==> config.mk <==
export PLATFORM = sky130hd
export DESIGN_NAME = dfpl_front_flat
export DESIGN_NICKNAME = d
export VERILOG_FILES = /design/src/hw/rtl/dfpl_pkg.sv /design/src/hw/rtl/dfpl_ifs.sv /design/src/hw/rtl/dfpl_front.sv /design/src/flat_wrapper.sv
export SDC_FILE = /design/constraint.sdc
export NUM_CORES = 1
export LEC_CHECK = 0
export BUFFER_PORTS_ARGS = -buffer_cell sky130_fd_sc_hd__buf_2
export CORE_MARGIN = 2
export CORE_UTILIZATION = 60
export CTS_CLUSTER_SIZE = 30
export DETAILED_ROUTE_END_ITERATION = 6
export PLACE_DENSITY = 0.92
export SETUP_SLACK_MARGIN = 0.1
export SLEW_MARGIN = 20
export SYNTH_ARGS = -nofsm -noshare
export SYNTH_HDL_FRONTEND = slang
export SYNTH_SLANG_ARGS = --single-unit
==> constraint.sdc <==
create_clock -name clk -period 3.5 [get_ports clk]
set_clock_uncertainty 0.15 [all_clocks]
set_input_delay 0.175 -clock clk [delete_from_list [all_inputs] [get_ports clk]]
set_output_delay 0.175 -clock clk [all_outputs]
set_load 0.1 [all_outputs]
==> src/hw/rtl/dfpl_pkg.sv <==
// Shared constants, codes and types of the dual free page list allocator.
package dfpl_pkg;

    localparam int SMALL_PAGE_BYTES = 4096;
    localparam int HUGE_PAGE_BYTES  = 4194304;
    localparam int SMALL_PAGES      = 65536;
    localparam int HUGE_PAGES       = 1024;

    localparam int SMALL_SHIFT = $clog2(SMALL_PAGE_BYTES);
    localparam int HUGE_SHIFT  = $clog2(HUGE_PAGE_BYTES);
    localparam int SMALL_IDX_W = $clog2(SMALL_PAGES);
    localparam int HUGE_IDX_W  = $clog2(HUGE_PAGES);
    localparam int PAGE_W      = (SMALL_IDX_W > HUGE_IDX_W) ? SMALL_IDX_W : HUGE_IDX_W;

    localparam int ADDR_W         = 32;
    localparam int KIND_W         = 2;
    localparam int STATUS_W       = 2;
    localparam int SMALL_REGION_W = 29;
    localparam int HUGE_REGION_W  = 32;
    localparam int CFG_INDEX_W    = 2;
    localparam int CFG_DATA_W     = 32;

    localparam int QUEUE_DEPTH = 2;
    localparam int QPTR_W      = $clog2(QUEUE_DEPTH);
    localparam int QCNT_W      = $clog2(QUEUE_DEPTH + 1);

    localparam logic [SMALL_REGION_W-1:0] SMALL_LOW_RESET  = 29'd4194304;
    localparam logic [SMALL_REGION_W-1:0] SMALL_HIGH_RESET = 29'd234881024;
    localparam logic [HUGE_REGION_W-1:0]  HUGE_LOW_RESET   = 32'd503316480;
    localparam logic [HUGE_REGION_W-1:0]  HUGE_HIGH_RESET  = 32'd1073741824;

    typedef enum logic [KIND_W-1:0] {
        KIND_FREE_SMALL  = 2'd0,
        KIND_FREE_HUGE   = 2'd1,
        KIND_ALLOC_SMALL = 2'd2,
        KIND_ALLOC_HUGE  = 2'd3
    } kind_t;

    typedef enum logic [STATUS_W-1:0] {
        ST_OK     = 2'd0,
        ST_EMPTY  = 2'd1,
        ST_REJECT = 2'd2
    } status_t;

    typedef enum logic [CFG_INDEX_W-1:0] {
        REG_SMALL_LOW  = 2'd0,
        REG_SMALL_HIGH = 2'd1,
        REG_HUGE_LOW   = 2'd2,
        REG_HUGE_HIGH  = 2'd3
    } cfg_reg_t;

    typedef enum logic [2:0] {
        OP_PUSH_SMALL = 3'd0,
        OP_PUSH_HUGE  = 3'd1,
        OP_POP_SMALL  = 3'd2,
        OP_POP_HUGE   = 3'd3,
        OP_REJECT     = 3'd4
    } cmd_op_t;

    typedef struct packed {
        cmd_op_t             op;
        logic [PAGE_W-1:0]   page;
    } cmd_t;

    typedef struct packed {
        logic                   valid;
        logic [SMALL_IDX_W-1:0] page;
    } small_link_t;

    typedef struct packed {
        logic                  valid;
        logic [HUGE_IDX_W-1:0] page;
    } huge_link_t;

endpackage

==> src/hw/rtl/dfpl_ifs.sv <==
// Request, response and configuration channel interfaces.
interface dfpl_req_if;
    logic                         valid;
    logic                         ready;
    logic [dfpl_pkg::KIND_W-1:0]  kind;
    logic [dfpl_pkg::ADDR_W-1:0]  page_address;

    modport source (output valid, output kind, output page_address, input ready);
    modport sink (input valid, input kind, input page_address, output ready);
endinterface


interface dfpl_cfg_if;
    logic                             valid;
    logic                             ready;
    logic [dfpl_pkg::CFG_INDEX_W-1:0] index;
    logic [dfpl_pkg::CFG_DATA_W-1:0]  data;

    modport source (output valid, output index, output data, input ready);
    modport sink (input valid, input index, input data, output ready);
endinterface

==> src/hw/rtl/dfpl_front.sv <==
// Front end: region registers and request classification into commands.
module dfpl_front (
    input  logic           clk,
    input  logic           rst_n,
    dfpl_cfg_if.sink       cfg,
    dfpl_req_if.sink       req,
    input  logic           cmd_full,
    output logic           cmd_push,
    output dfpl_pkg::cmd_t cmd
);

    logic [dfpl_pkg::SMALL_REGION_W-1:0] small_low_reg, small_low_next;
    logic [dfpl_pkg::SMALL_REGION_W-1:0] small_high_reg, small_high_next;
    logic [dfpl_pkg::HUGE_REGION_W-1:0]  huge_low_reg, huge_low_next;
    logic [dfpl_pkg::HUGE_REGION_W-1:0]  huge_high_reg, huge_high_next;

    logic [dfpl_pkg::ADDR_W-1:0] addr;
    logic                        small_ok;
    logic                        huge_ok;

    assign cfg.ready = 1'b1;

    always_comb
    begin
        small_low_next  = small_low_reg;
        small_high_next = small_high_reg;
        huge_low_next   = huge_low_reg;
        huge_high_next  = huge_high_reg;
        if (cfg.valid)
        begin
            case (dfpl_pkg::cfg_reg_t'(cfg.index))
                dfpl_pkg::REG_SMALL_LOW:  small_low_next  = cfg.data[dfpl_pkg::SMALL_REGION_W-1:0];
                dfpl_pkg::REG_SMALL_HIGH: small_high_next = cfg.data[dfpl_pkg::SMALL_REGION_W-1:0];
                dfpl_pkg::REG_HUGE_LOW:   huge_low_next   = cfg.data[dfpl_pkg::HUGE_REGION_W-1:0];
                dfpl_pkg::REG_HUGE_HIGH:  huge_high_next  = cfg.data[dfpl_pkg::HUGE_REGION_W-1:0];
                default: ;
            endcase
        end
    end

    always_ff @(posedge clk or negedge rst_n)
    begin
        if (!rst_n)
        begin
            small_low_reg  <= dfpl_pkg::SMALL_LOW_RESET;
            small_high_reg <= dfpl_pkg::SMALL_HIGH_RESET;
            huge_low_reg   <= dfpl_pkg::HUGE_LOW_RESET;
            huge_high_reg  <= dfpl_pkg::HUGE_HIGH_RESET;
        end
        else
        begin
            small_low_reg  <= small_low_next;
            small_high_reg <= small_high_next;
            huge_low_reg   <= huge_low_next;
            huge_high_reg  <= huge_high_next;
        end
    end

    assign addr = req.page_address;

    // aligned, inside the region, and inside the link memory
    assign small_ok = (addr[dfpl_pkg::SMALL_SHIFT-1:0] == '0)
                   && (addr >= dfpl_pkg::ADDR_W'(small_low_reg))
                   && (addr < dfpl_pkg::ADDR_W'(small_high_reg))
                   && ((addr >> dfpl_pkg::SMALL_SHIFT) < dfpl_pkg::ADDR_W'(dfpl_pkg::SMALL_PAGES));

    assign huge_ok = (addr[dfpl_pkg::HUGE_SHIFT-1:0] == '0)
                  && (addr >= dfpl_pkg::ADDR_W'(huge_low_reg))
                  && (addr < dfpl_pkg::ADDR_W'(huge_high_reg))
                  && ((addr >> dfpl_pkg::HUGE_SHIFT) < dfpl_pkg::ADDR_W'(dfpl_pkg::HUGE_PAGES));

    assign req.ready = !cmd_full;
    assign cmd_push  = req.valid && !cmd_full;

    always_comb
    begin
        cmd.op   = dfpl_pkg::OP_REJECT;
        cmd.page = '0;
        case (dfpl_pkg::kind_t'(req.kind))
            dfpl_pkg::KIND_FREE_SMALL:
            begin
                cmd.page = dfpl_pkg::PAGE_W'(addr >> dfpl_pkg::SMALL_SHIFT);
                cmd.op   = small_ok ? dfpl_pkg::OP_PUSH_SMALL : dfpl_pkg::OP_REJECT;
            end
            dfpl_pkg::KIND_FREE_HUGE:
            begin
                cmd.page = dfpl_pkg::PAGE_W'(addr >> dfpl_pkg::HUGE_SHIFT);
                cmd.op   = huge_ok ? dfpl_pkg::OP_PUSH_HUGE : dfpl_pkg::OP_REJECT;
            end
            dfpl_pkg::KIND_ALLOC_SMALL: cmd.op = dfpl_pkg::OP_POP_SMALL;
            dfpl_pkg::KIND_ALLOC_HUGE:  cmd.op = dfpl_pkg::OP_POP_HUGE;
            default: cmd.op = dfpl_pkg::OP_REJECT;
        endcase
    end

endmodule

==> src/flat_wrapper.sv <==
// flat-port wrapper written by rule: the top's interface ports become plain ports
module dfpl_front_flat 
  (clk, rst_n, cmd_full, cmd_push, cmd, cfg_valid, cfg_index, cfg_data, cfg_ready, req_valid, req_kind, req_page_address, req_ready);
  dfpl_cfg_if cfg_i ();
  dfpl_req_if req_i ();
  input  logic clk;
  input  logic rst_n;
  input  logic cmd_full;
  output logic cmd_push;
  output dfpl_pkg::cmd_t cmd;
  input wire logic [$bits(cfg_i.valid)-1:0] cfg_valid;
  input wire logic [$bits(cfg_i.index)-1:0] cfg_index;
  input wire logic [$bits(cfg_i.data)-1:0] cfg_data;
  output wire logic [$bits(cfg_i.ready)-1:0] cfg_ready;
  input wire logic [$bits(req_i.valid)-1:0] req_valid;
  input wire logic [$bits(req_i.kind)-1:0] req_kind;
  input wire logic [$bits(req_i.page_address)-1:0] req_page_address;
  output wire logic [$bits(req_i.ready)-1:0] req_ready;
  assign cfg_i.valid = cfg_valid;
  assign cfg_i.index = cfg_index;
  assign cfg_i.data = cfg_data;
  assign cfg_ready = cfg_i.ready;
  assign req_i.valid = req_valid;
  assign req_i.kind = req_kind;
  assign req_i.page_address = req_page_address;
  assign req_ready = req_i.ready;
  dfpl_front u_core (.clk(clk), .rst_n(rst_n), .cfg(cfg_i), .req(req_i), .cmd_full(cmd_full), .cmd_push(cmd_push), .cmd(cmd));
endmodule
Word-level counts from Yosys, hierarchy flattened. Index checks and enable logic that the tools add are counted.

Equal/unequal tests: 6. Reductions and logical operators: 16. Multiplexer cells: 4. Order comparisons: 6.

Operators with widths (number): 32-bit by 29-bit >= comparator with 1-bit output (1); 32-bit >= comparator (1); 32-bit by 29-bit less-than comparator with 1-bit output (1); 32-bit less-than comparator (1); 16-bit case mux with 2 select lines (1); 22-bit zero test (1); 20-bit by 17-bit less-than comparator with 1-bit output, second input constant (1); 12-bit zero test (1); 3-bit case mux with 4 select lines (1); 10-bit by 11-bit less-than comparator with 1-bit output, second input constant (1); 2-bit == test, second input constant (4); 2-bit AND reduction (4); 1-bit logical AND (7); 3-bit 2-to-1 mux (2); 2-bit by 1-bit == test with 1-bit output, second input constant (2); 2-bit zero test (2); 1-bit zero test (1).

Logic and storage cells: 36. Output and inout bits: 22. Input bits: 73. Register bits: 122.

Logic depth before layout (Yosys ltp).
Depth after elaboration: 6. Depth in mapped cells: 9.

Worst setup path before layout. No wires, ideal clock.

Path kind: register to output. From: register u_core.huge_low_reg[0] (netlist name). To: output port cmd[18] (netlist name). Arrival: 3.295 ns. Required time: 3.175 ns. Stages on the path, launching flop included: 9. Buffers on the path: 0. Path slack: -0.120 ns. Cells stage by stage: dfrtp_1 > ha_1 > nand2b_1 > a21o_1 > a2111oi_2 > o21ai_0 > a311oi_1 > nor4_1 > a2bb2oi_1.

RTL lines: start: declaration (line dfpl_front.sv:14) `logic [dfpl_pkg::HUGE_REGION_W-1:0] huge_low_reg, huge_low_next;`; start signal: assignment (line dfpl_front.sv:47) `huge_low_reg <= dfpl_pkg::HUGE_LOW_RESET;`; start signal: assignment (line dfpl_front.sv:54) `huge_low_reg <= huge_low_next;`; end: declaration (line flat_wrapper.sv:10) `output dfpl_pkg::cmd_t cmd;`.

==> out/qor.yml <==
worst_setup_path:
  crit_chain: "inv_1 -> ha_1 -> nor3b_1 -> o21ai_1 -> a211oi_1 -> nor4bb_1 -> buf_4 -> o21ai_0 -> o21ai_0 -> a2bb2oi_2 -> buf_6"
  worst_setup_path_end_kind: "primary output"
  worst_path_most_repeated_cell: "o21ai_0"
  path_max_fanout: 2
  worstPathRequired_ps: 3170
  slowest_delay_ps: 460
  worstSetupStartpointType: "register"
  cp.arrival_ps: 2970
  worstSetupPathType: "register to primary output"
  crit_slowest_cell: "a211oi_1"
synth:
  synth_largest_area_cell: "dfrtp_1"
  syn-cell-area_um2: 7727
  synth-main-ff-cell: "dfrtp_1"
  yosysSeqAreaShare_pct: 39.65
  ys_seq_elements: 122
  yosysWarnings: 0
  syn_avg_cell_area_um2: 10.14
  async_flop_share_pct: 100.0
  netlist.area_leader.share_pct: 36.59
  synth_area_leaders: "dfrtp_1, ha_1, mux2_2"
  synth_nets: 955
  ys_types: 45
  synth_cells: 762
  synth_edf_count: 0
floorplanning:
  coreArea_um2: 12620
  io_pins: 95
  rows: 41
  die_x_um: 117.5
  design.die.area_um2: 13800
  chipHeight_um: 117.5
  start_util_pct: 61.23
timing:
  hold_ws_ps: 42.31
  report.final.slew_viol_count: 0
  setup_viol: 0
  max_freq_mhz: 303.9
  rsz0062_at_grt: "yes"
  max_slew_margin_pct: 32.19
  final.setup.tns_ps: 0
  tightestPinTransition_ps: 1014
  period_needed_ps: 3290
  period_share_pct: 94.01
  hold_viol_final: 0
layout:
  antenna_cells: 0
  seq_area_um2: 3064
  multi_input_area_um2: 4149
  n_fill_cell: 858
  area_delta_synth_final_pct: 19.74
  nets: 1087
  drive_above_1_share_pct: 25.91
routing:
  via_count: 6259
  viasPerCell: 5.822
  ant_nets: 0
  drcViolationCount: 0
  routed_wl_mm: 19.39
  first_iter_violations: 497
  first_pass_iters: 6
  routedWlPerCell_um: 18.04
grt:
  first_global_vias: 6631
  overflow: 0
  grt_util_all_layers_pct: 29.15
  grt_max_degree: 66
  grt_pass1_wl_mm: 31.84
  antenna_found_initial: 0
clock_tree:
  cts-root-buf: "clkbuf_16"
  cts_setup_buffers: 0
  cts_sinks: 122
  worstSkewPairLatency_ps: 410
  htree_levels: 4
  cts_tree: "done"
  clkTransAtPathRegs_ps: 60
  clock_path_buffers: 2
  cts_made_buffers: 17
power_and_ir_drop:
  p_leak_nw: 4.697
  p_per_area_nw_per_um2: 511.4
  vdd_drop_max_uv: 313.5
place:
  port_buffers: 93
  gp_congestion: 0.8839
  place_hpwl_mm: 13.84
outcome:
  status: "finished clean"
run:
  cap_viol_max_count: 0
worst_hold_path:
  hold_path_class: "input port to register"
[per-layer routing]
| metal | global-route usage (%) | wire length [um] | vias up |
|---|---|---|---|
| met5 | 0 | 0 | - |
| met4 | 11.30 | 578 | 0 |
| met3 | 6.541 | 1404 | 49 |
| met2 | 50.11 | 9587 | 265 |
| met1 | 35.83 | 7821 | 3051 |
| li1 | - | - | 2894 |
[what timing repair did]
item / in CTS / in global routing
endpoints found under the setup margin: 1 / 2
gates resized for setup: 1 / 4
hold endpoints to repair: 185 / 0
hold buffers: 33 / 0
[per-stage QoR]
| step | util, % | std cells | area (um^2) | setup slack (ps) | total power, W |
|---|---|---|---|---|---|
| 6_report | 73.32 | 1075 | 9253 | 209.8 | 0.004732 |
| 5_1_grt | 73.32 | 1075 | 9253 | 93.42 | 0.004982 |
| 3_5_place_dp | 66.66 | 1014 | 8412 | 528.5 | 0.003146 |
| 4_1_cts | 73.27 | 1075 | 9246 | 197.8 | 0.004716 |
| 2_1_floorplan | - | 762 | 7734 | 592.5 | 0.002723 |
| 3_3_place_gp | 66.66 | 1014 | 8412 | 584.3 | 0.003043 |
[power by group]
| group | switching [W] | leakage (nW) | internal (W) |
|---|---|---|---|
| Sequential | 0.000126 | 1.44 | 0.00169 |
| Clock | 0.000594 | 0.251 | 0.000937 |
| Combinational | 0.000795 | 3.00 | 0.000593 |
| Total | 0.00151 | 4.70 | 0.00322 |
[cells in the mapped netlist (all sizes together), types with 8 or more instances]
cell and instances:
ha 120, inv 120, dfrtp 113, mux2 94, nand2 59, o21ai 51
a21oi 34, nor2 32, clkbuf 14, mux2i 10, dfstp 9, nand3 9
nor4 9, nand4 8, nor3 8
[logic make-up (layout without fill, tap and decap cells)]
logic type               after synthesis  after routing  share of synthesized area, %
other                                  1              1                       0.04853
adder cells (fa/ha/maj)              120            120                         19.43
AO/OA/AOI/OAI                        124            124                         9.747
flip-flops                           122            122                         39.65
buffers and inverters                140            281                         6.865
AND/OR/NAND/NOR                      151            151                         9.262
multiplexers                         104            104                         14.99
[layout by cell type, fill, tap and decap left out, types with 3 or more instances in the layout]
cell type,instances
clkinv_2,4
mux2i_1,10
dlygate4sd3_1,33
and3_1,3
clkbuf_16,17
clkbuf_8,3
o21a_1,4
buf_2,90
a211oi_1,7
nor3_1,8
clkbuf_1,4
nor4_1,9
buf_4,7
nand3_1,8
a21o_1,7
dfrtp_1,113
nand2_1,59
nand4_1,8
nor2b_1,3
ha_1,120
a21oi_1,34
nor2_1,32
a221oi_1,4
o211ai_1,3
and4_1,4
o21ai_0,49
dfstp_2,9
and2_1,6
inv_1,120
mux2_2,94
[area by class of cell]
class / count / share of cell area, %
well taps: 172 / 2.326
inverters: 120 / 4.868
clock inverters: 4 / 0.2164
clock buffers: 24 / 5.206
repair buffers: 133 / 9.425
flip-flops and latches: 122 / 33.12
multi-input cells: 500 / 44.84
[worst paths after layout]
check | start | endpoint | slack [ps] | cells past startpoint
worst max-delay path | u_core.small_high_reg[1] | cmd[18] | 210 | 11
worst min-delay path | cfg_index[1] | u_core.small_low_reg[7] | 40 | 3
worst max register to register | u_core.huge_high_reg[0] | u_core.huge_high_reg[0] | 2550 | 1
worst min register to register | u_core.small_high_reg[28] | u_core.small_high_reg[28] | 350 | 1
max in group asynchronous | rst_n | u_core.huge_low_reg[28] | 2080 | 3
min in group asynchronous | rst_n | u_core.small_low_reg[21] | 260 | 2
[critical path: cells and delay by family, from the launching register on]
family	cells	cell delay [ps]
flip-flops	1	340
AND/OR/NAND/NOR	2	420
buffers and inverters	3	410
adder cells (fa/ha/maj)	1	200
AO/OA/AOI/OAI	5	1170
(Power assumes the default switching activity.)
