===== src/hw/rtl/dfpl_pkg.sv =====
// Shared constants, codes and types of the dual free page list allocator.
package dfpl_pkg;

    localparam int SMALL_PAGE_BYTES = 4096;
    localparam int HUGE_PAGE_BYTES  = 4194304;
    localparam int SMALL_PAGES      = 65536;
    localparam int HUGE_PAGES       = 1024;

    localparam int SMALL_SHIFT = $clog2(SMALL_PAGE_BYTES);
    localparam int HUGE_SHIFT  = $clog2(HUGE_PAGE_BYTES);
    localparam int SMALL_IDX_W = $clog2(SMALL_PAGES);
    localparam int HUGE_IDX_W  = $clog2(HUGE_PAGES);
    localparam int PAGE_W      = (SMALL_IDX_W > HUGE_IDX_W) ? SMALL_IDX_W : HUGE_IDX_W;

    localparam int ADDR_W         = 32;
    localparam int KIND_W         = 2;
    localparam int STATUS_W       = 2;
    localparam int SMALL_REGION_W = 29;
    localparam int HUGE_REGION_W  = 32;
    localparam int CFG_INDEX_W    = 2;
    localparam int CFG_DATA_W     = 32;

    localparam int QUEUE_DEPTH = 2;
    localparam int QPTR_W      = $clog2(QUEUE_DEPTH);
    localparam int QCNT_W      = $clog2(QUEUE_DEPTH + 1);

    localparam logic [SMALL_REGION_W-1:0] SMALL_LOW_RESET  = 29'd4194304;
    localparam logic [SMALL_REGION_W-1:0] SMALL_HIGH_RESET = 29'd234881024;
    localparam logic [HUGE_REGION_W-1:0]  HUGE_LOW_RESET   = 32'd503316480;
    localparam logic [HUGE_REGION_W-1:0]  HUGE_HIGH_RESET  = 32'd1073741824;

    typedef enum logic [KIND_W-1:0] {
        KIND_FREE_SMALL  = 2'd0,
        KIND_FREE_HUGE   = 2'd1,
        KIND_ALLOC_SMALL = 2'd2,
        KIND_ALLOC_HUGE  = 2'd3
    } kind_t;

    typedef enum logic [STATUS_W-1:0] {
        ST_OK     = 2'd0,
        ST_EMPTY  = 2'd1,
        ST_REJECT = 2'd2
    } status_t;

    typedef enum logic [CFG_INDEX_W-1:0] {
        REG_SMALL_LOW  = 2'd0,
        REG_SMALL_HIGH = 2'd1,
        REG_HUGE_LOW   = 2'd2,
        REG_HUGE_HIGH  = 2'd3
    } cfg_reg_t;

    typedef enum logic [2:0] {
        OP_PUSH_SMALL = 3'd0,
        OP_PUSH_HUGE  = 3'd1,
        OP_POP_SMALL  = 3'd2,
        OP_POP_HUGE   = 3'd3,
        OP_REJECT     = 3'd4
    } cmd_op_t;

    typedef struct packed {
        cmd_op_t             op;
        logic [PAGE_W-1:0]   page;
    } cmd_t;

    typedef struct packed {
        logic                   valid;
        logic [SMALL_IDX_W-1:0] page;
    } small_link_t;

    typedef struct packed {
        logic                  valid;
        logic [HUGE_IDX_W-1:0] page;
    } huge_link_t;

endpackage


===== src/hw/rtl/dfpl_queue.sv =====
// Short command queue between the front end and the list engine.
module dfpl_queue (
    input  logic           clk,
    input  logic           rst_n,
    input  logic           push,
    input  dfpl_pkg::cmd_t push_cmd,
    output logic           full,
    input  logic           pop,
    output logic           valid,
    output dfpl_pkg::cmd_t cmd
);

    dfpl_pkg::cmd_t entries_reg [dfpl_pkg::QUEUE_DEPTH];

    logic [dfpl_pkg::QPTR_W-1:0] wr_ptr_reg, wr_ptr_next;
    logic [dfpl_pkg::QPTR_W-1:0] rd_ptr_reg, rd_ptr_next;
    logic [dfpl_pkg::QCNT_W-1:0] count_reg, count_next;

    assign full  = (count_reg == dfpl_pkg::QCNT_W'(dfpl_pkg::QUEUE_DEPTH));
    assign valid = (count_reg != '0);
    assign cmd   = entries_reg[rd_ptr_reg];

    always_comb
    begin
        wr_ptr_next = wr_ptr_reg;
        rd_ptr_next = rd_ptr_reg;
        count_next  = count_reg;
        if (push)
        begin
            wr_ptr_next = (wr_ptr_reg == dfpl_pkg::QPTR_W'(dfpl_pkg::QUEUE_DEPTH - 1))
                        ? '0 : wr_ptr_reg + 1'b1;
        end
        if (pop)
        begin
            rd_ptr_next = (rd_ptr_reg == dfpl_pkg::QPTR_W'(dfpl_pkg::QUEUE_DEPTH - 1))
                        ? '0 : rd_ptr_reg + 1'b1;
        end
        if (push && !pop)
        begin
            count_next = count_reg + 1'b1;
        end
        else if (pop && !push)
        begin
            count_next = count_reg - 1'b1;
        end
    end

    always_ff @(posedge clk or negedge rst_n)
    begin
        if (!rst_n)
        begin
            wr_ptr_reg <= '0;
            rd_ptr_reg <= '0;
            count_reg  <= '0;
        end
        else
        begin
            wr_ptr_reg <= wr_ptr_next;
            rd_ptr_reg <= rd_ptr_next;
            count_reg  <= count_next;
        end
    end

    always_ff @(posedge clk)
    begin
        if (push)
        begin
            entries_reg[wr_ptr_reg] <= push_cmd;
        end
    end

endmodule


===== config.mk =====
export PLATFORM = sky130hd
export DESIGN_NAME = dfpl_queue
export DESIGN_NICKNAME = d
export VERILOG_FILES = /design/src/hw/rtl/dfpl_pkg.sv /design/src/hw/rtl/dfpl_queue.sv
export SDC_FILE = /design/constraint.sdc
export NUM_CORES = 1
export LEC_CHECK = 0
export BUFFER_PORTS_ARGS = -buffer_cell sky130_fd_sc_hd__buf_2
export CAP_MARGIN = 20
export CELL_PAD_IN_SITES_DETAIL_PLACEMENT = 2
export CELL_PAD_IN_SITES_GLOBAL_PLACEMENT = 2
export CORE_MARGIN = 1
export CORE_UTILIZATION = 40
export DETAILED_ROUTE_END_ITERATION = 10
export GPL_ROUTABILITY_DRIVEN = 0
export GPL_TIMING_DRIVEN = 1
export PLACE_DENSITY_LB_ADDON = 0.12
export REMOVE_ABC_BUFFERS = 1
export SYNTH_ARGS = -nofsm -noshare
export SYNTH_HDL_FRONTEND = slang
export SYNTH_SLANG_ARGS = --single-unit

===== constraint.sdc =====
create_clock -name clk -period 4.1 [get_ports clk]
set_clock_uncertainty 0.2 [all_clocks]
set_input_delay 0.615 -clock clk [delete_from_list [all_inputs] [get_ports clk]]
set_output_delay 0.615 -clock clk [all_outputs]
set_load 0.005 [all_outputs]

# Yosys cells after proc, flatten, opt, wreduce, memory -nomap -nowiden
# Memories as Yosys holds them, arrays and structs flattened.
# Cells that the tools add are included.
dict set report classes {
  n_lt_le_gt_ge 0
  n_mux 6
  shift 0
  div 0
  n_bitwise 0
  n_eq_ne 1
  multipliers 0
  n_reduce_logical 6
  add_sub_neg 4
}
# op n
set op_table {}
lappend op_table {{2-to-1 mux 1 bit} 4}
lappend op_table {{2-to-1 mux 2 bit} 2}
lappend op_table {{nonzero test 2 bit} 2}
lappend op_table {{adder 1 bit, second input constant} 2}
lappend op_table {{adder 2 x 1 -> 2 bit, second input constant} 1}
lappend op_table {{== test 2 bit, second input constant} 1}
lappend op_table {{logical AND 1 bit} 2}
lappend op_table {{logical NOT 1 bit} 2}
lappend op_table {{subtractor 2 x 1 -> 2 bit, second input constant} 1}
dict set report totals {
  mem_count 1
  ram_bits 38
  reg_bits 4
  output_inout_bits 21
  input_bits 23
  rom_bits 0
  wordCells 21
  latchBits 0
}
# name words width read_ports rd_ports_with_merged_regs wr line
set memory_table {}
lappend memory_table {entries_reg 2 19 1 0 1 dfpl_queue.sv:13} ;# dfpl_pkg::cmd_t entries_reg [dfpl_pkg::QUEUE_DEPTH];

# Longest topological paths before layout
# Gate-level depths: netlist (run 1).
dict set report logic_depth {
  word_depth 4
  depth_mapped 5
  ltp_nobuf 5
}

# Worst setup path after synthesis (run 1)
# Ideal clock, no wire load.
dict set report synth_timing {
  kind {input port to flip-flop}
  from {in push}
  to {mem entries_reg[0][0] (netlist bit) (enable)}
  setup_slack_ns 1.996
  setup_ns 0.397
  required_time_ns 3.503
  n_path_buf 0
  path_stages 1
  arrival_ns 1.507
  path_cell_list {nor2b_1}
}
dict set report synth_via {
  elab_chain_len 2
}
# item line
set synth_rtl {}
lappend synth_rtl {{from (decl)} dfpl_queue.sv:5} ;# input logic push,
lappend synth_rtl {{2-to-1 mux 1 bit} dfpl_queue.sv:66} ;# if (push)
lappend synth_rtl {{2-to-1 mux 1 bit (implied by the code)} dfpl_queue.sv:68} ;# entries_reg[wr_ptr_reg] <= push_cmd;
lappend synth_rtl {{to (decl)} dfpl_queue.sv:13}
# Every way passes these cells.

==> impl_results.md, run 1 <==
- Initial detailed-routing violation count: 29
- Final critical path time including I/O delays and setup: 2.30 ns
- Highest cell delay on the worst timing path: 0.37 ns
- Power density cells: 636 nW/um^2
- Slew @ Worst Pin: 0.991 ns
- Number of buffers on the longest clock path: 2
- Register Area: 1240 sq um
- Global-route wire length before repair: 4630 um
- Max rail drop VDD: 0.305 mV
- Simple-gate share of the synthesized area: 0.0191
- Fin crit share: 0.561
- Unrepaired setup endpoints after global routing: no
- Post-synth EDFFs: 38
- Combined global-route utilization of all metal layers: 0.159
- Outcome: finished, final reports clean
- CP cell instances: buf_4, mux2_4, buf_2
- Proportion of register bits with asynchronous set or reset after synthesis: 0.0952
- Initial antenna violation count: 0
- Total Negative Setup Slacks: 0 ns
- Data arrival time of the critical path: 1.48 ns
- Number of instances in the synthesized netlist: 75
- Fraction of layout cells with a size suffix above 1: 0.579
- Final routed wirelength across all metal layers: 3000 um
- Portion of the post-synthesis area used by sequential elements: 0.757
- Vias per Instance: 4.68
- Core Footprint: 3800 sq um
- Share of the synthesized area in compound gates (AO/OA/AOI/OAI): 0
- Worst setup path class: register to output pin
- Post-Synthesis Mean Instance Area: 21.9 sq um
- Netlist Area Pre-Place: 1640 sq um
- Critical path fanouts, max: 19
- Latest clock arrival within the worst-skew pair: 0.29 ns
- CTS Root Cell: clkbuf_8
- I/O pins: 44
- Adder-cell share of the synthesized area: 0.00763
- Critical path required time: 3.28 ns
- Clock Sinks: 42
- Width of the die: 66.0 um
- Pin count of the biggest net entering global routing: 20
- Fin. Hold Viols: 0
- Final Max Slew Viols: 0
- Total of buffers placed on input and output ports: 43
- Max_cap viols: 0
- Leading post-synthesis cells by cell area: edfxtp_1, mux2_4, dfrtp_1, xor2_1, buf_6
- Highest clock rate: 435 MHz
- H-tree depth reported by CTS: 2
- Initial cell density of the core: 0.432
- Setup Fix Bufs, Post-CTS: 0
- Clock input transition at the sequential cells of the worst setup and hold paths: 0.08 ns
- Remaining max-slew budget at the tightest pin: 0.336
- HPWL after DPL: 2220 um
- Full die area: 4360 sq um
- Final hold slack: 0.283 ns
- Yosys reg bits: 42
- Count of antenna diodes in the layout: 0
- Final setup fails: 0
- Worst-path cell with the longest stage delay: dfrtp_1
- Number of buffers created by CTS: 5
- Vias in the first global route: 922
- Most used standard cells in the synthesized netlist: edfxtp_1, mux2_4, dfrtp_1, xor2_1, buf_6
- Total of cells resized after clock tree synthesis: 0
- Layout Nets: 149
- Main combinational cell family by area after synthesis: multiplexers
- Number of vias after detailed routing: 815
- Classification of the worst-slack hold path: register to register
- Cell type with the largest total area after synthesis: edfxtp_1
- Top-area cell type share of the netlist area: 0.696
- Rows: 22
- FILL cells: 355
- Die height: 66.0 um
- 1st-pass router iterations: 4
- Area overhead of the layout relative to synthesis: 22.1%
- Total global routing overflow: 0
- Residual antenna-violating net count after detailed routing: 0
- Most numerous cell in the Yosys netlist: edfxtp_1
- Share of cell area taken by muxes after synthesis: 0.174
- Count of warnings emitted by yosys: 0
- Main synth FF type: edfxtp_1
- Multi-input gate area in the final layout: 375 sq um
- Parity-gate share of the synthesized area counting xor and xnor cells: 0.0267
- Remaining DRCs: 0
- Final routed wire length divided by cell count: 17.2 um
- Total leakage power: 0.830 nW
- Capturing element type of the critical path: output pin
- Max reg flops: 38
- CP startpoint kind: register
- Distinct cells, synth: 13
- CTS tree: done
-- layer usage --
metal | part of all wire | wire length (um) | global-route usage
met2 | 0.54 | 1620 | 0.286
met1 | 0.39 | 1170 | 0.165
met4 | 0.018 | 54 | 0.0878
met5 | 0 | 0 | 0
met3 | 0.049 | 147 | 0.0466
-- worst paths after layout --
path	slack (ns)	end	from	depth (start not counted)
worst min register to register	0.28	count_reg[1]	count_reg[1]	1
worst max register to register	2.32	entries_reg[0][14]	wr_ptr_reg	1
min in group asynchronous	0.46	rd_ptr_reg	rst_n	2
worst max-delay path	1.80	cmd[10]	rd_ptr_reg	3
max in group asynchronous	3.12	count_reg[0]	rst_n	2
worst min-delay path	0.28	count_reg[1]	count_reg[1]	1
-- layout make-up --
cell class | count | share of cell area
clock buffer | 5 | 0.0344
timing repair buffer | 45 | 0.116
sequential | 42 | 0.620
multi-input combinational | 30 | 0.187
tap | 48 | 0.0300
clock inverter | 3 | 0.0106
inverter | 1 | 0.00187
-- worst max-delay path, delay by kind of cell (launching register included) --
family / cells / cell delay [ns]
buffers and inverters: 2 / 0.48
DFF: 1 / 0.37
muxes: 1 / 0.34
-- stage by stage --
| stage | std cells | power (mW) | instance area, sq um | setup WS, ns | util |
|---|---|---|---|---|---|
| 2_1_floorplan | 73 | 0.879 | 1620 | 2.00 | - |
| 5_1_grt | 174 | 1.35 | 2000 | 1.72 | 0.527 |
| 4_1_cts | 174 | 1.30 | 2000 | 1.77 | 0.527 |
| 3_5_place_dp | 165 | 1.04 | 1900 | 1.92 | 0.501 |
| 3_3_place_gp | 165 | 1.02 | 1900 | 1.95 | 0.501 |
| 6_report | 174 | 1.27 | 2000 | 1.80 | 0.527 |
-- repair_timing --
action                                  4_1_cts  5_1_grt
hold endpoints to repair                      4        0
hold buffers                                  1        0
endpoints found under the setup margin        0        0
-- cells by family after synthesis --
logic type	Yosys count
XOR/XNOR	5
AND/OR/NAND/NOR	5
adder cells (fa/ha/maj)	1
buffers and inverters	3
flip-flops	42
multiplexers	19
-- where the power goes --
part	switching, mW	internal [mW]
clock network	0.139	0.119
logic	0.175	0.227
registers	0.0382	0.576
total	0.353	0.922
-- placed cells by master, fill, tap and decap left out --
cell type / n
xor2_1: 4
and2_1: 1
buf_4: 1
dlygate4sd3_1: 1
clkinvlp_4: 1
clkinv_2: 1
nor2b_2: 1
xnor2_1: 1
clkinv_4: 1
ha_1: 1
buf_2: 43
or2_1: 1
nor2_1: 1
inv_1: 1
dfrtp_1: 4
clkbuf_8: 5
mux2_4: 19
and2b_2: 1
edfxtp_1: 38
No activity file was read; power rests on OpenSTA's default activity.
==> run 2: changes to the inputs <==
--- a/config.mk
+++ b/config.mk
@@ -10,7 +10,7 @@
 export CELL_PAD_IN_SITES_DETAIL_PLACEMENT = 2
 export CELL_PAD_IN_SITES_GLOBAL_PLACEMENT = 2
 export CORE_MARGIN = 1
-export CORE_UTILIZATION = 40
+export CORE_UTILIZATION = 33
 export DETAILED_ROUTE_END_ITERATION = 10
 export GPL_ROUTABILITY_DRIVEN = 0
 export GPL_TIMING_DRIVEN = 1
==> constraint.sdc (replaced) <==
create_clock -name clk -period 2.1 [get_ports clk]
set_clock_uncertainty 0.2 [all_clocks]
set_input_delay 0.315 -clock clk [delete_from_list [all_inputs] [get_ports clk]]
set_output_delay 0.315 -clock clk [all_outputs]
set_load 0.005 [all_outputs]
==> impl_results.md, run 2 (synthesis results as in run 1) <==
- Outcome: finished, final reports clean
- Residual antenna-violating net count after detailed routing: 0 (unchanged)
- FILL cells: 484 (+36%)
- Fraction of layout cells with a size suffix above 1: 0.568 (-0.0112)
- Max_cap viols: 0 (unchanged)
- Final design utilization: 0.436 (-0.0918)
- Latest clock arrival within the worst-skew pair: 0.28 ns (about the same)
- Initial detailed-routing violation count: 37 (+28%)
- Area overhead of the layout relative to synthesis: 26.2%
- Width of the die: 72.5 um (+9.8%)
- Data arrival time of the critical path: 1.40 ns (-0.08 ns)
- Number of buffers on the longest clock path: 2 (unchanged)
- CTS Root Cell: clkbuf_8
- Final critical path time including I/O delays and setup: 1.91 ns
- Placed cell area: 1960 sq um (+3.2%)
- Highest clock rate: 522 MHz
- Fin crit share: 0.912
- Final hold slack: 0.0117 ns (-0.271 ns)
- Max rail drop VDD: 0.433 mV (+42%)
- Total of buffers placed on input and output ports: 43 (unchanged)
- Worst setup path class: register to output pin
- Unrepaired setup endpoints after global routing: no
- Number of buffer and inverter instances along the worst setup path: 2 (unchanged)
- Rows: 25 (+14%)
- Count of antenna diodes in the layout: 0 (unchanged)
- Commonest cells after routing, fill and taps aside: buf_2, edfxtp_1, mux2_4, buf_4, clkbuf_8
- Worst-path cell with the longest stage delay: dfrtp_1
- Global-route wire length before repair: 4490 um (-3.1%)
- Highest cell delay on the worst timing path: 0.35 ns (-0.02 ns)
- Full die area: 5260 sq um (+21%)
- Setup slack on the worst flop-to-flop path: 0.83 ns (-1.49 ns)
- Total leakage power: 0.858 nW (+3.4%)
- Final routed wirelength across all metal layers: 2840 um (-5.4%)
- 1st-pass router iterations: 2 (-2)
- Remaining DRCs: 0 (unchanged)
- Initial cell density of the core: 0.345 (-0.0868)
- Remaining max-slew budget at the tightest pin: 0.817 (+0.481)
- Cell area after layout: 2070 sq um (+3.4%)
- Fin. Hold Viols: 0 (unchanged)
- Critical path fanouts, max: 14 (-5)
- Pin count of the biggest net entering global routing: 15 (-25%)
- Worst Hold End: entries_reg[1][5]
- Endpoint of the worst-slack reg-to-reg timing path: entries_reg[0][18]
- CTS tree: done
- Placed cell count: 189 (+15%)
- Core Footprint: 4750 sq um (+25%)
- Critical path required time: 1.58 ns (-1.70 ns)
- Classification of the worst-slack hold path: primary input to register
- CP startpoint kind: register
- Vias per Instance: 4.28 (-8.7%)
- Total of cells resized after clock tree synthesis: 0 (unchanged)
- Die height: 72.5 um (+9.8%)
- Number of standard cells in the layout, taps in and fillers out: 199 (+14%)
- Worst hold stages: 1 (unchanged)
- Power density cells: 1210 nW/um^2 (+90%)
- RR Startpoint: wr_ptr_reg
- Start point of the worst hold path: push_cmd[5]
- Total power consumption of the routed design: 2.50 mW (+96%)
- CP Depth: 3 (unchanged)
- Total global routing overflow: 0 (unchanged)
- Layout Nets: 156 (+4.7%)
- Final setup fails: 0 (unchanged)
- HPWL after DPL: 2040 um (-8.1%)
- Number of buffers created by CTS: 5 (unchanged)
- Initial antenna violation count: 0 (unchanged)
- H-tree depth reported by CTS: 2 (unchanged)
- Minimum setup slack after placement: 0.471 ns (-1.45 ns)
- Final worst-path setup slack: 0.186 ns (-1.61 ns)
- Total Negative Setup Slacks: 0 ns (unchanged)
- Vias in the first global route: 947 (+2.7%)
- I/O pins: 44 (unchanged)
- CP cell instances: buf_4, mux2_4, buf_2
- Final routed wire length divided by cell count: 14.3 um (-17%)
- Combined global-route utilization of all metal layers: 0.122 (-0.0373)
- Max reg flops: 38 (unchanged)
- Commonest non-fill, non-tap cell in the layout: buf_2
- Final Max Slew Viols: 0 (unchanged)
- Clock input transition at the sequential cells of the worst setup and hold paths: 0.07 ns (about the same)
- Number of vias after detailed routing: 851 (+4.4%)
- Capturing element type of the critical path: output pin
- Clock Sinks: 42 (unchanged)
- Slew @ Worst Pin: 0.275 ns (-0.716 ns)
- Cell family with the largest share of critical-path delay: buffers and inverters
- Number of cells on the worst reg-to-reg path: 2 (+1)
==> run 2: cell count changes in the layout (fill, tap and decap cells not counted), sizes merged <==
cell         before  now
dlygate4sd3       1    3
buf              44   49
clkinvlp          1    0
clkinv            2    0
clkbuf            5    7
==> run 2: how the worst max path moves through the flow <==
| stage | slack (ns) | from | to |
|---|---|---|---|
| after CTS | 0.15 | rd_ptr_reg | cmd[13] |
| final | 0.19 | rd_ptr_reg | cmd[13] |
| after detailed placement | 0.47 | rd_ptr_reg | cmd[13] |
| after global placement | 0.51 | rd_ptr_reg | cmd[13] |
| after floorplan | 0.23 | wr_ptr_reg | entries_reg[0][0] |
| after global routing | 0.11 | rd_ptr_reg | cmd[13] |
==> run 2: report_power, final <==
group          internal (mW)  total [mW]  switching [mW]
logic                  0.484       0.837           0.353
registers               1.12        1.19          0.0682
clock network          0.229       0.477           0.248
total                   1.83        2.50           0.669
==> run 2: layer usage <==
layer	up-vias	GRT usage	routed length, um
met5	-	0	0
met4	0	0.0719	52
met3	6	0.0292	108
met2	26	0.212	1540
met1	425	0.136	1140
li1	394	-	-
==> run 2: what timing repair did <==
action	in CTS	in global routing
buffers inserted	0	0
hold buffers	1	2
endpoints found under the hold margin	4	4
==> run 2: area by class of cell <==
type                    count  area (sq um)  share of cell area
clock buffers               7          76.3              0.0369
inverters                   1          3.75             0.00181
multi-input cells          30           375               0.181
flip-flops and latches     42          1240               0.599
well taps                  67          83.8              0.0405
repair buffers             52           290               0.140
